<file path="src/assert_macros.svh">
// Assertion macros shared by the placer RTL.
`ifndef ASSERT_MACROS_SVH
`define ASSERT_MACROS_SVH

// Check a property on every clock edge, skipped while reset is high.
`define TASP_ASSERT(lbl, ck, rs, prop, msg) \
  lbl: assert property (@(posedge ck) disable iff (rs) prop) else $error(msg);

// Check a property on every clock edge, reset included.
`define TASP_ASSERT_ALWAYS(lbl, ck, prop, msg) \
  lbl: assert property (@(posedge ck) prop) else $error(msg);

`endif

</file>
<file path="src/tasp_pkg.sv">
// Types, constants and helper functions of the texture atlas slot placer.
package tasp_pkg;

  // Largest texture and atlas side exponent handled.
  localparam int MAX_SIDE_LOG2 = 12;
  localparam int LOG2_W        = 4;
  localparam int SLOT_W        = 6;
  localparam int POS_W         = 13;
  localparam int BYTES_W       = 27;
  // Internal coordinate width: covers center plus gap plus stride rounding.
  localparam int COORD_W       = 16;
  localparam int APB_ADDR_W    = 3;
  localparam int APB_DATA_W    = 32;

  localparam logic [BYTES_W-1:0] BYTE_MAX = {BYTES_W{1'b1}};

  // Request kinds.
  localparam logic KIND_PLACE  = 1'b0;
  localparam logic KIND_REMOVE = 1'b1;

  // Configuration register indexes.
  typedef enum logic [0:0] {
    REG_WIDTH  = 1'b0,
    REG_HEIGHT = 1'b1
  } reg_idx_t;

  typedef struct packed {
    logic              kind;
    logic [LOG2_W-1:0] size_log2;
    logic [SLOT_W-1:0] slot;
  } req_t;

  typedef struct packed {
    logic               ok;
    logic [SLOT_W-1:0]  slot_used;
    logic [POS_W-1:0]   center_x;
    logic [POS_W-1:0]   center_y;
    logic [BYTES_W-1:0] used_bytes;
  } rsp_t;

  typedef struct packed {
    logic [LOG2_W-1:0] width_log2;
    logic [LOG2_W-1:0] height_log2;
  } cfg_t;

  // One table entry; a size-one texture is stored with exponent 0 and side 0.
  typedef struct packed {
    logic              valid;
    logic [LOG2_W-1:0] lg;
    logic [POS_W-1:0]  cx;
    logic [POS_W-1:0]  cy;
  } entry_t;

  // Result of the spacing check against one entry.
  typedef struct packed {
    logic               hit;
    logic [COORD_W-1:0] reach;
  } chk_t;

  typedef enum logic [3:0] {
    ST_CLR,
    ST_IDLE,
    ST_RM_RD,
    ST_RM_CHK,
    ST_FREE_RD,
    ST_FREE_CHK,
    ST_CAND,
    ST_SCAN_RD,
    ST_SCAN_EV,
    ST_SCAN_CMP,
    ST_SKIP,
    ST_PUT,
    ST_DONE
  } state_t;

  // Clamp an atlas exponent to the largest supported side.
  function automatic logic [LOG2_W-1:0] sat_log2(input logic [LOG2_W-1:0] l);
    return (l > LOG2_W'(MAX_SIDE_LOG2)) ? LOG2_W'(MAX_SIDE_LOG2) : l;
  endfunction

  // First candidate center on one axis.
  function automatic logic [COORD_W-1:0] axis_beg(input logic [LOG2_W-1:0] lg,
                                                  input logic [LOG2_W-1:0] alog);
    logic [COORD_W-1:0] s;
    s = COORD_W'(1) << lg;
    if (lg == '0) begin
      return '0;
    end else if (lg == alog) begin
      return s >> 1;
    end else begin
      return s;
    end
  endfunction

  // Last candidate center on one axis (inclusive).
  function automatic logic [COORD_W-1:0] axis_end(input logic [LOG2_W-1:0] lg,
                                                  input logic [LOG2_W-1:0] alog);
    logic [COORD_W-1:0] s;
    logic [COORD_W-1:0] a;
    s = COORD_W'(1) << lg;
    a = COORD_W'(1) << alog;
    if (lg == '0) begin
      return a;
    end else if (lg == alog) begin
      return s >> 1;
    end else begin
      return a - s;
    end
  endfunction

  // Bytes of a full mip chain of side 2^lg at four bytes a texel.
  function automatic logic [BYTES_W-1:0] chain_bytes(input logic [LOG2_W-1:0] lg);
    logic [BYTES_W-1:0] b;
    case (lg)
      4'd0:    b = 27'd4;
      4'd1:    b = 27'd20;
      4'd2:    b = 27'd84;
      4'd3:    b = 27'd340;
      4'd4:    b = 27'd1364;
      4'd5:    b = 27'd5460;
      4'd6:    b = 27'd21844;
      4'd7:    b = 27'd87380;
      4'd8:    b = 27'd349524;
      4'd9:    b = 27'd1398100;
      4'd10:   b = 27'd5592404;
      4'd11:   b = 27'd22369620;
      4'd12:   b = 27'd89478484;
      default: b = '0;
    endcase
    return b;
  endfunction

endpackage

</file>
<file path="src/tasp_ram.sv">
// Generic single-port RAM with registered read data.
module tasp_ram #(
  parameter int WIDTH = 32,
  parameter int DEPTH = 64
) (
  input  logic                     clk,
  input  logic [$clog2(DEPTH)-1:0] addr,
  input  logic                     we,
  input  logic [WIDTH-1:0]         wdata,
  output logic [WIDTH-1:0]         rdata
);

  logic [WIDTH-1:0] mem [DEPTH];

  // Write on enable, read every cycle.
  always_ff @(posedge clk) begin
    if (we) begin
      mem[addr] <= wdata;
    end
    rdata <= mem[addr];
  end

endmodule

</file>
<file path="src/tasp_cfg.sv">
// APB configuration registers holding the atlas side exponents.
module tasp_cfg (
  input  logic                             clk,
  input  logic                             rst,
  input  logic                             psel,
  input  logic                             penable,
  input  logic                             pwrite,
  input  logic [tasp_pkg::APB_ADDR_W-1:0] paddr,
  input  logic [tasp_pkg::APB_DATA_W-1:0] pwdata,
  output logic [tasp_pkg::APB_DATA_W-1:0] prdata,
  output logic                             pready,
  output tasp_pkg::cfg_t                   cfg
);

  tasp_pkg::reg_idx_t reg_idx;
  logic               wr_en;

  assign reg_idx = tasp_pkg::reg_idx_t'(paddr[2]);
  assign wr_en   = psel && penable && pwrite;
  assign pready  = 1'b1;

  // Write the addressed register in the access phase.
  always_ff @(posedge clk) begin
    if (rst) begin
      cfg.width_log2  <= tasp_pkg::LOG2_W'(tasp_pkg::MAX_SIDE_LOG2);
      cfg.height_log2 <= tasp_pkg::LOG2_W'(tasp_pkg::MAX_SIDE_LOG2);
    end else if (wr_en) begin
      case (reg_idx)
        tasp_pkg::REG_WIDTH:  cfg.width_log2  <= pwdata[tasp_pkg::LOG2_W-1:0];
        tasp_pkg::REG_HEIGHT: cfg.height_log2 <= pwdata[tasp_pkg::LOG2_W-1:0];
        default: ;
      endcase
    end
  end

  // Return the addressed register.
  always_comb begin
    case (reg_idx)
      tasp_pkg::REG_WIDTH:  prdata = tasp_pkg::APB_DATA_W'(cfg.width_log2);
      tasp_pkg::REG_HEIGHT: prdata = tasp_pkg::APB_DATA_W'(cfg.height_log2);
      default:              prdata = '0;
    endcase
  end

endmodule

</file>
<file path="src/tasp_gap_unit.sv">
// Shared spacing check of one candidate center against one table entry.
module tasp_gap_unit (
  input  logic                              clk,
  input  logic                              load,
  input  tasp_pkg::entry_t                  entry,
  input  logic [tasp_pkg::LOG2_W-1:0]       new_lg,
  input  logic [tasp_pkg::COORD_W-1:0]      cand_x,
  input  logic [tasp_pkg::COORD_W-1:0]      cand_y,
  input  logic [tasp_pkg::COORD_W-1:0]      bx,
  output tasp_pkg::chk_t                    chk
);

  localparam int CW = tasp_pkg::COORD_W;

  logic [CW-1:0] e_side;
  logic [CW-1:0] s_side;
  logic [CW-1:0] big;
  logic [CW-1:0] sml;
  logic [CW-1:0] ecx;
  logic [CW-1:0] ecy;
  logic [CW-1:0] gap_c;
  logic [CW-1:0] dx_c;
  logic [CW-1:0] dy_c;

  logic          e_valid;
  logic [CW-1:0] gap;
  logic [CW-1:0] dx;
  logic [CW-1:0] dy;
  logic [CW-1:0] ent_cx;

  // Minimum distance and axis distances from the entry just read.
  always_comb begin
    e_side = (entry.lg == '0) ? '0 : (CW'(1) << entry.lg);
    s_side = CW'(1) << new_lg;
    big    = (e_side > s_side) ? e_side : s_side;
    sml    = (e_side > s_side) ? s_side : e_side;
    gap_c  = (big == sml) ? (big << 1) : ((big >> 1) + (sml << 1));
    ecx    = CW'(entry.cx);
    ecy    = CW'(entry.cy);
    dx_c   = (ecx > cand_x) ? (ecx - cand_x) : (cand_x - ecx);
    dy_c   = (ecy > cand_y) ? (ecy - cand_y) : (cand_y - ecy);
  end

  // Hold the evaluated terms for the compare step.
  always_ff @(posedge clk) begin
    if (load) begin
      e_valid <= entry.valid;
      gap     <= gap_c;
      dx      <= dx_c;
      dy      <= dy_c;
      ent_cx  <= ecx;
    end
  end

  // Reject when both axes are too close; distance past the first column is the skip.
  assign chk.hit   = e_valid && (dx < gap) && (dy < gap);
  assign chk.reach = ent_cx + gap - bx;

endmodule

</file>
<file path="src/texture_atlas_slot_placer_top.sv">
// Top level of the texture atlas slot placer: sequencer, table and result register.
//
// Places square power-of-two textures into a power-of-two atlas and frees them again,
// one request at a time, one result per request. After reset the table is cleared entry by
// entry before the first request is taken. A remove reads the addressed entry and clears it
// if valid; a slot beyond the table is answered without a table access. A place first reads
// the table entry by entry up to the lowest free slot, then tests candidate centers row by
// row: each test reads the table entries in order through one shared spacing check unit
// (read, evaluate, compare per entry), stopping at the first entry that blocks it, and a
// rejected candidate then jumps past the blocking entry. The result sits in an output
// register, so a new request is taken while it waits to be read.
module texture_atlas_slot_placer_top #(
  parameter int MAX_ENTRIES = 64
) (
  input  logic                             clk,
  input  logic                             rst,
  input  logic                             req_valid,
  output logic                             req_ready,
  input  tasp_pkg::req_t                   req,
  output logic                             rsp_valid,
  input  logic                             rsp_ready,
  output tasp_pkg::rsp_t                   rsp,
  input  logic                             psel,
  input  logic                             penable,
  input  logic                             pwrite,
  input  logic [tasp_pkg::APB_ADDR_W-1:0] paddr,
  input  logic [tasp_pkg::APB_DATA_W-1:0] pwdata,
  output logic [tasp_pkg::APB_DATA_W-1:0] prdata,
  output logic                             pready
);

  `include "assert_macros.svh"

  localparam int IDX_W = (MAX_ENTRIES > 1) ? $clog2(MAX_ENTRIES) : 1;
  localparam logic [IDX_W-1:0] IDX_LAST = IDX_W'(MAX_ENTRIES - 1);
  localparam int CW  = tasp_pkg::COORD_W;
  localparam int BW  = tasp_pkg::BYTES_W;

  tasp_pkg::state_t state;
  tasp_pkg::state_t state_next;

  tasp_pkg::cfg_t   cfg;
  tasp_pkg::entry_t ram_rdata;
  tasp_pkg::entry_t ram_wdata;
  tasp_pkg::chk_t   chk;
  logic [IDX_W-1:0] ram_addr;
  logic             ram_we;
  logic             unit_load;
  logic             rsp_load;

  logic [IDX_W-1:0]            idx;
  logic [IDX_W-1:0]            free_slot;
  logic [tasp_pkg::LOG2_W-1:0] op_lg;
  logic [tasp_pkg::SLOT_W-1:0] op_slot;
  logic [CW-1:0]               bx;
  logic [CW-1:0]               ex;
  logic [CW-1:0]               ey;
  logic [CW-1:0]               stride;
  logic [CW-1:0]               cand_x;
  logic [CW-1:0]               cand_y;
  logic [CW-1:0]               reach;
  logic [BW-1:0]               byte_total;
  logic                        r_ok;
  logic [tasp_pkg::SLOT_W-1:0] r_slot;
  logic [tasp_pkg::POS_W-1:0]  r_cx;
  logic [tasp_pkg::POS_W-1:0]  r_cy;

  logic [tasp_pkg::LOG2_W-1:0] wl_s;
  logic [tasp_pkg::LOG2_W-1:0] hl_s;
  logic                        req_fire;
  logic                        fits;
  logic                        slot_ok;
  logic [IDX_W-1:0]            slot_idx;
  logic [BW-1:0]               rm_bytes;
  logic [BW:0]                 add_sum;
  logic [CW-1:0]               stride_mask;

  tasp_cfg u_cfg (
    .clk     (clk),
    .rst     (rst),
    .psel    (psel),
    .penable (penable),
    .pwrite  (pwrite),
    .paddr   (paddr),
    .pwdata  (pwdata),
    .prdata  (prdata),
    .pready  (pready),
    .cfg     (cfg)
  );

  tasp_ram #(
    .WIDTH ($bits(tasp_pkg::entry_t)),
    .DEPTH (MAX_ENTRIES)
  ) u_table (
    .clk   (clk),
    .addr  (ram_addr),
    .we    (ram_we),
    .wdata (ram_wdata),
    .rdata (ram_rdata)
  );

  tasp_gap_unit u_gap (
    .clk    (clk),
    .load   (unit_load),
    .entry  (ram_rdata),
    .new_lg (op_lg),
    .cand_x (cand_x),
    .cand_y (cand_y),
    .bx     (bx),
    .chk    (chk)
  );

  // Request decode.
  assign req_ready   = (state == tasp_pkg::ST_IDLE);
  assign req_fire    = req_valid && req_ready;
  assign wl_s        = tasp_pkg::sat_log2(cfg.width_log2);
  assign hl_s        = tasp_pkg::sat_log2(cfg.height_log2);
  assign fits        = (req.size_log2 <= wl_s) && (req.size_log2 <= hl_s);
  assign slot_ok     = (32'(req.slot) < 32'(MAX_ENTRIES));
  assign slot_idx    = IDX_W'(op_slot);
  assign rm_bytes    = (ram_rdata.lg == '0) ? '0 : tasp_pkg::chain_bytes(ram_rdata.lg);
  assign add_sum     = {1'b0, byte_total} + {1'b0, tasp_pkg::chain_bytes(op_lg)};
  assign stride_mask = stride - CW'(1);
  assign rsp_load    = (state == tasp_pkg::ST_DONE) && (!rsp_valid || rsp_ready);

  // Next state.
  always_comb begin
    state_next = state;
    case (state)
      tasp_pkg::ST_CLR: begin
        if (idx == IDX_LAST) state_next = tasp_pkg::ST_IDLE;
      end
      tasp_pkg::ST_IDLE: begin
        if (req_valid) begin
          if (req.kind == tasp_pkg::KIND_REMOVE) begin
            state_next = slot_ok ? tasp_pkg::ST_RM_RD : tasp_pkg::ST_DONE;
          end else begin
            state_next = fits ? tasp_pkg::ST_FREE_RD : tasp_pkg::ST_DONE;
          end
        end
      end
      tasp_pkg::ST_RM_RD:   state_next = tasp_pkg::ST_RM_CHK;
      tasp_pkg::ST_RM_CHK:  state_next = tasp_pkg::ST_DONE;
      tasp_pkg::ST_FREE_RD: state_next = tasp_pkg::ST_FREE_CHK;
      tasp_pkg::ST_FREE_CHK: begin
        if (!ram_rdata.valid) begin
          state_next = tasp_pkg::ST_CAND;
        end else if (idx == IDX_LAST) begin
          state_next = tasp_pkg::ST_DONE;
        end else begin
          state_next = tasp_pkg::ST_FREE_RD;
        end
      end
      tasp_pkg::ST_CAND: begin
        if (cand_y > ey) begin
          state_next = tasp_pkg::ST_DONE;
        end else if (cand_x <= ex) begin
          state_next = tasp_pkg::ST_SCAN_RD;
        end
      end
      tasp_pkg::ST_SCAN_RD: state_next = tasp_pkg::ST_SCAN_EV;
      tasp_pkg::ST_SCAN_EV: state_next = tasp_pkg::ST_SCAN_CMP;
      tasp_pkg::ST_SCAN_CMP: begin
        if (chk.hit) begin
          state_next = tasp_pkg::ST_SKIP;
        end else if (idx == IDX_LAST) begin
          state_next = tasp_pkg::ST_PUT;
        end else begin
          state_next = tasp_pkg::ST_SCAN_RD;
        end
      end
      tasp_pkg::ST_SKIP: state_next = tasp_pkg::ST_CAND;
      tasp_pkg::ST_PUT:  state_next = tasp_pkg::ST_DONE;
      tasp_pkg::ST_DONE: begin
        if (!rsp_valid || rsp_ready) state_next = tasp_pkg::ST_IDLE;
      end
      default: state_next = tasp_pkg::ST_IDLE;
    endcase
  end

  // Table access and check unit control.
  always_comb begin
    ram_addr  = idx;
    ram_we    = 1'b0;
    ram_wdata = '0;
    unit_load = 1'b0;
    case (state)
      tasp_pkg::ST_CLR: begin
        ram_we = 1'b1;
      end
      tasp_pkg::ST_RM_RD: begin
        ram_addr = slot_idx;
      end
      tasp_pkg::ST_RM_CHK: begin
        ram_addr = slot_idx;
        ram_we   = ram_rdata.valid;
      end
      tasp_pkg::ST_SCAN_EV: begin
        unit_load = 1'b1;
      end
      tasp_pkg::ST_PUT: begin
        ram_addr        = free_slot;
        ram_we          = 1'b1;
        ram_wdata.valid = 1'b1;
        ram_wdata.lg    = op_lg;
        ram_wdata.cx    = tasp_pkg::POS_W'(cand_x);
        ram_wdata.cy    = tasp_pkg::POS_W'(cand_y);
      end
      default: ;
    endcase
  end

  // Control registers: state, entry counter, byte total, result valid.
  always_ff @(posedge clk) begin
    if (rst) begin
      state      <= tasp_pkg::ST_CLR;
      idx        <= '0;
      byte_total <= '0;
      rsp_valid  <= 1'b0;
    end else begin
      state <= state_next;
      case (state)
        tasp_pkg::ST_CLR: begin
          if (idx != IDX_LAST) idx <= idx + IDX_W'(1);
        end
        tasp_pkg::ST_IDLE: idx <= '0;
        tasp_pkg::ST_RM_CHK: begin
          if (ram_rdata.valid) begin
            byte_total <= (byte_total > rm_bytes) ? (byte_total - rm_bytes) : '0;
          end
        end
        tasp_pkg::ST_FREE_CHK: begin
          if (ram_rdata.valid && idx != IDX_LAST) idx <= idx + IDX_W'(1);
        end
        tasp_pkg::ST_CAND: idx <= '0;
        tasp_pkg::ST_SCAN_CMP: begin
          if (!chk.hit && idx != IDX_LAST) idx <= idx + IDX_W'(1);
        end
        tasp_pkg::ST_PUT: begin
          byte_total <= (add_sum > {1'b0, tasp_pkg::BYTE_MAX}) ? tasp_pkg::BYTE_MAX
                                                              : add_sum[BW-1:0];
        end
        default: ;
      endcase
      if (rsp_load) begin
        rsp_valid <= 1'b1;
      end else if (rsp_ready) begin
        rsp_valid <= 1'b0;
      end
    end
  end

  // Datapath registers: request, scan window, candidate and pending result.
  always_ff @(posedge clk) begin
    case (state)
      tasp_pkg::ST_IDLE: begin
        if (req_fire) begin
          op_lg   <= req.size_log2;
          op_slot <= req.slot;
          r_ok    <= 1'b0;
          r_slot  <= '0;
          r_cx    <= '0;
          r_cy    <= '0;
          bx      <= tasp_pkg::axis_beg(req.size_log2, wl_s);
          ex      <= tasp_pkg::axis_end(req.size_log2, wl_s);
          ey      <= tasp_pkg::axis_end(req.size_log2, hl_s);
          stride  <= CW'(2) << req.size_log2;
          cand_x  <= tasp_pkg::axis_beg(req.size_log2, wl_s);
          cand_y  <= tasp_pkg::axis_beg(req.size_log2, hl_s);
        end
      end
      tasp_pkg::ST_RM_CHK: begin
        if (ram_rdata.valid) begin
          r_ok   <= 1'b1;
          r_slot <= op_slot;
        end
      end
      tasp_pkg::ST_FREE_CHK: begin
        if (!ram_rdata.valid) free_slot <= idx;
      end
      tasp_pkg::ST_CAND: begin
        // Past the row end: step to the next row.
        if (cand_y <= ey && cand_x > ex) begin
          cand_y <= cand_y + stride;
          cand_x <= bx;
        end
      end
      tasp_pkg::ST_SCAN_CMP: reach <= chk.reach;
      tasp_pkg::ST_SKIP: begin
        // Jump to the first column at or beyond the blocking entry's reach.
        cand_x <= bx + ((reach + stride_mask) & ~stride_mask);
      end
      tasp_pkg::ST_PUT: begin
        r_ok   <= 1'b1;
        r_slot <= tasp_pkg::SLOT_W'(free_slot);
        r_cx   <= tasp_pkg::POS_W'(cand_x);
        r_cy   <= tasp_pkg::POS_W'(cand_y);
      end
      default: ;
    endcase
    if (rsp_load) begin
      rsp.ok         <= r_ok;
      rsp.slot_used  <= r_slot;
      rsp.center_x   <= r_cx;
      rsp.center_y   <= r_cy;
      rsp.used_bytes <= byte_total;
    end
  end

  `TASP_ASSERT_ALWAYS(a_reset_clears, clk, rst |=> (state == tasp_pkg::ST_CLR && idx == '0), "reset must start the clearing pass")
  `TASP_ASSERT(a_idx_range, clk, rst, idx <= IDX_LAST, "entry counter beyond the table")
  `TASP_ASSERT(a_cand_window, clk, rst, (state == tasp_pkg::ST_SCAN_RD) |-> (cand_x <= ex && cand_y <= ey), "candidate outside the scan window")
  `TASP_ASSERT(a_skip_advance, clk, rst, (state == tasp_pkg::ST_SKIP) |=> (cand_x > $past(cand_x)), "skip did not advance the candidate")
  `TASP_ASSERT(a_rsp_from_done, clk, rst, $rose(rsp_valid) |-> $past(state == tasp_pkg::ST_DONE), "result raised outside the done step")

endmodule

</file>
<file path="config.mk">
export PLATFORM = sky130hd
export DESIGN_NAME = texture_atlas_slot_placer_top
export DESIGN_NICKNAME = d
export VERILOG_FILES = /design/src/tasp_pkg.sv /design/src/tasp_ram.sv /design/src/tasp_cfg.sv /design/src/tasp_gap_unit.sv /design/src/texture_atlas_slot_placer_top.sv
export VERILOG_INCLUDE_DIRS = /design/src /design/src/src
export SDC_FILE = /design/constraint.sdc
export NUM_CORES = 2
export LEC_CHECK = 0
export ABC_AREA = 1
export BUFFER_PORTS_ARGS = -buffer_cell sky130_fd_sc_hd__buf_2
export CORE_ASPECT_RATIO = 1.2
export CORE_MARGIN = 2
export CORE_UTILIZATION = 55
export CTS_CLUSTER_DIAMETER = 120
export CTS_CLUSTER_SIZE = 12
export DETAILED_ROUTE_END_ITERATION = 6
export GPL_ROUTABILITY_DRIVEN = 0
export GPL_TIMING_DRIVEN = 0
export PLACE_DENSITY = 0.85
export SKIP_CTS_REPAIR_TIMING = 1
export SLEW_MARGIN = 10
export SYNTH_ARGS = -nofsm -noshare
export SYNTH_HDL_FRONTEND = slang
export SYNTH_SLANG_ARGS = --single-unit
</file>
<file path="constraint.sdc">
create_clock -name clk -period 4.86 [get_ports clk]
set_input_delay 0.243 -clock clk [delete_from_list [all_inputs] [get_ports clk]]
set_output_delay 0.243 -clock clk [all_outputs]
set_load 0.005 [all_outputs]
</file>
==> metrics.md, run 1 <==
| Metric | Value |
|---|---|
| H-tree lvl count | 4 |
| Main synth FF type | edfxtp_1 |
| Tool error | [ERROR GRT-0232] Routing congestion too high. Check the congestion heatmap in the GUI. |
| CTS Sinks | approximately 2400 |
| Xor and xnor area share after synthesis | 0.00881 |
| Sequential area share after synthesis | 0.627 |
| I/O Buffers | 87 |
| EDFF count, synth | 2265 |
| Worst_ep kind | register data pin |
| Mapped Cells | 11750 |
| Post-Synth Adder-Cell Area | 0.0348 |
| Core Rows | 180 |
| Synth Cell Area | between 100000 and 150000 sq um |
| Placed Cells | 14709 |
| Yosys warning count | 0 |
| Grt total ovfl | 38 |
| Largest net degree at the start of global routing | 65 |
| Post-synth ARST share | 0 |
| Mux share of post-synthesis cell area | 0.000360 |
| Synth Area in Compound Gates | 0.0377 |
| Total Routing Usage GR | 0.532 |
| Antenna violations before repair | 98 |
| DP Area | about 120000 sq um |
| Simple-Gate Fraction of Synth Area | 0.250 |
| Exit stage | global routing (5_1_grt) |
| Synthesized area per cell | 9.48 sq um |
| Initial Util | 0.554 |
| Status | aborted with a tool error |
| # IOs | 148 |
| CTS root buf | clkbuf_16 |
| Num CTS Buffers | 214 |
| Number of synthesized register bits | 2354 |
| HPWL Detailed | slightly below 300 mm |
| Die width | 415 um |
| Clock Tree Buf Depth | 3 |
| Cell variety after synth | 62 |
| Worst EP post-GRT repair | u_table.rdata[10]$_DFF_P_/D |
| Combinational family with the most area after synthesis | simple AND/OR/NAND/NOR gates |
| Die height | 497 um |
[through the flow]
| stage | TNS (ns) | hold slack (ns) | worst slack, ns |
|---|---|---|---|
| after CTS | -159.25 | -0.502 | -0.819 |
| after floorplan | 0 | 0.342 | 0.411 |
| after global placement | -9019.94 | 0.401 | -5.21 |
| after detailed placement | -119.72 | 0.405 | -0.737 |
[cell usage after synthesis (all sizes together) (22+ instances only)]
library cell,n,area [sq um]
nand4,37,231
a21oi,337,1730
ha,273,3420
nand2,5937,22300
fa,23,460
o21ai,266,1340
clkbuf,203,762
or2,23,144
a31oi,22,138
o21a,22,165
buf,357,1810
nor2,526,2000
nor3,62,357
dfxtp,89,1780
nand3,526,2630
xnor2,42,368
edfxtp,2265,68000
inv,519,1950
xor2,70,613
[logic make-up after synthesis]
group | count (synthesis)
buffers and inverters | 1086
AO/OA/AOI/OAI | 751
multiplexers | 4
AND/OR/NAND/NOR | 7145
flip-flops | 2354
XOR/XNOR | 112
adder cells (fa/ha/maj) | 296
other | 2
[metal layers]
metal	GRT overflow	global-route usage
met3	1	0.451
met5	0	0.271
met1	6	0.511
met2	20	0.683
met4	11	0.442
==> run 2: changes to the inputs <==
--- a/config.mk
+++ b/config.mk
@@ -8,15 +8,12 @@
 export LEC_CHECK = 0
 export ABC_AREA = 1
 export BUFFER_PORTS_ARGS = -buffer_cell sky130_fd_sc_hd__buf_2
-export CORE_ASPECT_RATIO = 1.2
 export CORE_MARGIN = 2
-export CORE_UTILIZATION = 55
-export CTS_CLUSTER_DIAMETER = 120
-export CTS_CLUSTER_SIZE = 12
+export CORE_UTILIZATION = 40
 export DETAILED_ROUTE_END_ITERATION = 6
 export GPL_ROUTABILITY_DRIVEN = 0
 export GPL_TIMING_DRIVEN = 0
-export PLACE_DENSITY = 0.85
+export PLACE_DENSITY_LB_ADDON = 0.15
 export SKIP_CTS_REPAIR_TIMING = 1
 export SLEW_MARGIN = 10
 export SYNTH_ARGS = -nofsm -noshare
==> constraint.sdc (replaced) <==
create_clock -name clk -period 6.32 [get_ports clk]
set_input_delay 0.316 -clock clk [delete_from_list [all_inputs] [get_ports clk]]
set_output_delay 0.316 -clock clk [all_outputs]
set_load 0.005 [all_outputs]
==> run 2 against run 1 <==
Net effect:
- the flow now finishes without violations
- area after synthesis stayed put
- synthesized cell count stayed put
==> metrics.md, run 2 <==
| Metric | Value |
|---|---|
| Initial Util | 0.402 (-0.152) |
| Critical path arrival | 6.73 ns |
| HPWL Detailed | 331 mm (+12%) |
| Die height | 532 um (+7.0%) |
| Area Overhead vs Synth | 17.5% |
| # setup viols final | 0 |
| Antenna violations before repair | 39 |
| Cell variety after synth | 62 (unchanged) |
| First-pass GRT wire length | approximately 620 mm |
| Most frequent cells in the layout | nand2_1 (5932), edfxtp_1 (2265), nand3_1 (526) |
| Grt total ovfl | 0 |
| Worst-Margin Slew | 1.34 ns |
| Layout cells sized above 1 | 0.0934 |
| Crit share post-route | 0.969 |
| DRC Markers | 0 |
| Final-stage net count | 12756 |
| Synth area leader | edfxtp_1 |
| Vias in the first global route | approximately 83000 |
| Critical Path Most Common Cell | nor2_4 |
| DRT Wirelength | 454 mm |
| Clock Tree Buf Depth | 4 (+1) |
| Synth top cells by count | nand2_1 (5933), edfxtp_1 (2265), nand3_1 (526) |
| Total Routing Usage GR | 0.312 |
| CP Capture Type | flop |
| Biggest register | u_table.mem |
| Most common cell after layout, fill and taps aside | nand2_1 |
| DR WL/cell | 27.8 um |
| Clk_lat worst skew | roughly 0.93 ns |
| Biggest regs | u_table.mem (1984), rsp (59), u_table.rdata (31) |
| Worst Setup Path Type | flop to flop |
| CP startpoint kind | flop |
| Clock transition at the registers of the reported paths | 0.06 ns |
| Design Power | 0.0538 W |
| H-tree lvl count | 5 (+1) |
| Min Tclk post-route | 6.13 ns |
| Vias | 90102 |
| Max reg flops | 1984 |
| Skew final | 0.0340 ns |
| Synth Cell Area | 111000 sq um (unchanged) |
| Leak | 53.7 nW |
| GR peak layer | met2 |
| Routed Antenna Nets | 0 |
| Crit-path slowest cell | clkbuf_1 |
| CTS tree | done |
| Final TNS setup | 0 ns |
| Crit path required time | 6.92 ns |
| First DRT Iteration DRCs | 13228 |
| Post-synth ARST share | 0 (unchanged) |
| CTS Sinks | 2354 (unchanged) |
| EDFF count, synth | 2265 (unchanged) |
| CP max FO | 14 |
| Final Max Slew Viols | 0 |
| GRT met3 Usage | 0.0850 |
| Core area | ~280000 sq um |
| Grt met1 use | 0.402 |
| Number of synthesized register bits | 2354 (unchanged) |
| Endpoints failing hold | 0 |
| Largest net degree at the start of global routing | 65 |
| Main synth FF type | edfxtp_1 |
| Num CTS Buffers | 272 (+27%) |
| Fillers | between 20000 and 30000 |
| Hold Path Class | primary input to flop |
| Vias per cell | approximately 5.5 |
| Status | completed |
| Max Cap Violations | 0 |
| Mapped Cells | 11750 (unchanged) |
| Met2 GRT Util | 0.471 |
| Reg area | 69800 sq um |
| CTS root buf | clkbuf_16 |
| Die width | 532 um (+28%) |
| I/O Buffers | 87 (unchanged) |
| Max Fclk | 163 MHz |
| Pre-Repair DR Iteration Count | 7 |
| RSZ-0062 raised after global routing | false |
| Area contributors post-synth | edfxtp_1 (61%), nand2_1 (20%), ha_1 (3.1%), nand3_1 (2.4%), nor2_1 (1.8%) |
| Most instantiated library cell after synthesis | nand2_1 |
| Sequential area share after synthesis | 0.627 (unchanged) |
| Die ar. | 283000 sq um |
| Multi-input logic area | 37800 sq um |
| Max_slew headroom | 0.106 |
| Post-synth top area share | 0.611 (unchanged) |
| Core Rows | 193 (+7.2%) |
| # IOs | 148 (unchanged) |
| Synthesized area per cell | 9.48 sq um (unchanged) |
| Pwr Density | slightly above 400 nW/um^2 |
| Maximum VDD drop | 0.283 mV |
| CP max stage delay | 1.03 ns |
| Cells along the critical path | inv_2 > nand2_2 > nor2_4 > buf_4 > inv_4 > o22ai_2 > a21oi_2 > clkbuf_1 > buf_2 > nand4_1 > nor2_4 > buf_16 > buf_12 |
| Yosys warning count | 0 (unchanged) |
run 2: cell counts after synthesis:
Identical to the previous run, type by type.
run 2: metrics by stage:
stage	setup WS, ns	instance area, sq um	utilization	cells	hold slack (ns)
after floorplan	1.05	111000	-	11782	0.400
after global placement	-8.29	117000	0.421	15574	0.401
after detailed placement	0.566	122000	0.441	15814	0.405
after CTS	0.524	131000	0.472	16296	-0.463
after global routing	0.276	131000	0.473	16322	0.0227
final	0.194	131000	0.473	16335	0.0125
run 2: worst paths after layout:
kind | from | end | slack (ns) | depth (start not counted)
worst min register to register | r_cy[2]$_SDFFCE_PN0P_ | rsp[29]$_DFFE_PP_ | 0.41 | 0
worst min-delay path | paddr[2] | u_cfg.cfg[0]$_SDFFE_PP0P_ | 0.01 | 5
worst max register to register | state[2]$_SDFFE_PP0P_ | u_table.mem[53][22]$_DFFE_PP_ | 0.19 | 13
worst max-delay path | state[2]$_SDFFE_PP0P_ | u_table.mem[53][22]$_DFFE_PP_ | 0.19 | 13
run 2: kinds of logic after synthesis:
family                   Yosys count  share of synthesized area
flip-flops                      2354                      0.627
XOR/XNOR                         112                    0.00881
other                              2                  0.0000675
adder cells (fa/ha/maj)          296                     0.0348
buffers and inverters           1086                     0.0409
AO/OA/AOI/OAI                    751                     0.0377
multiplexers                       4                   0.000360
AND/OR/NAND/NOR                 7145                      0.250
run 2: layer usage:
layer / up-vias / part of all wire
li1: 40043 / -
met2: 5348 / 0.43
met3: 1304 / 0.12
met4: 24 / 0.071
met5: - / 0.00056
met1: 43383 / 0.38
run 2: critical path, delay by kind of cell, from the launching register on:
kind,cells,cell delay (ns)
AO/OA/AOI/OAI,2,0.84
flip-flops,1,0.44
buffers and inverters,7,2.41
AND/OR/NAND/NOR,4,2.06
run 2: area by class of cell:
| class | count | share of cell area |
|---|---|---|
| flip-flops and latches | 2354 | 0.533 |
| clock buffers | 342 | 0.0563 |
| repair buffers | 351 | 0.0413 |
| inverters | 526 | 0.0151 |
| well taps | 3705 | 0.0354 |
| clock inverters | 140 | 0.00948 |
| diodes | 15 | 0.000287 |
| plain buffers | 560 | 0.0197 |
| multi-input cells | 8342 | 0.289 |
run 2: where the power goes:
group          switching, W  internal (W)  total (W)
registers          0.000344        0.0178     0.0181
clock network       0.00666       0.00888     0.0155
logic                0.0150       0.00518     0.0202
Power figures use the tool's default switching activity.
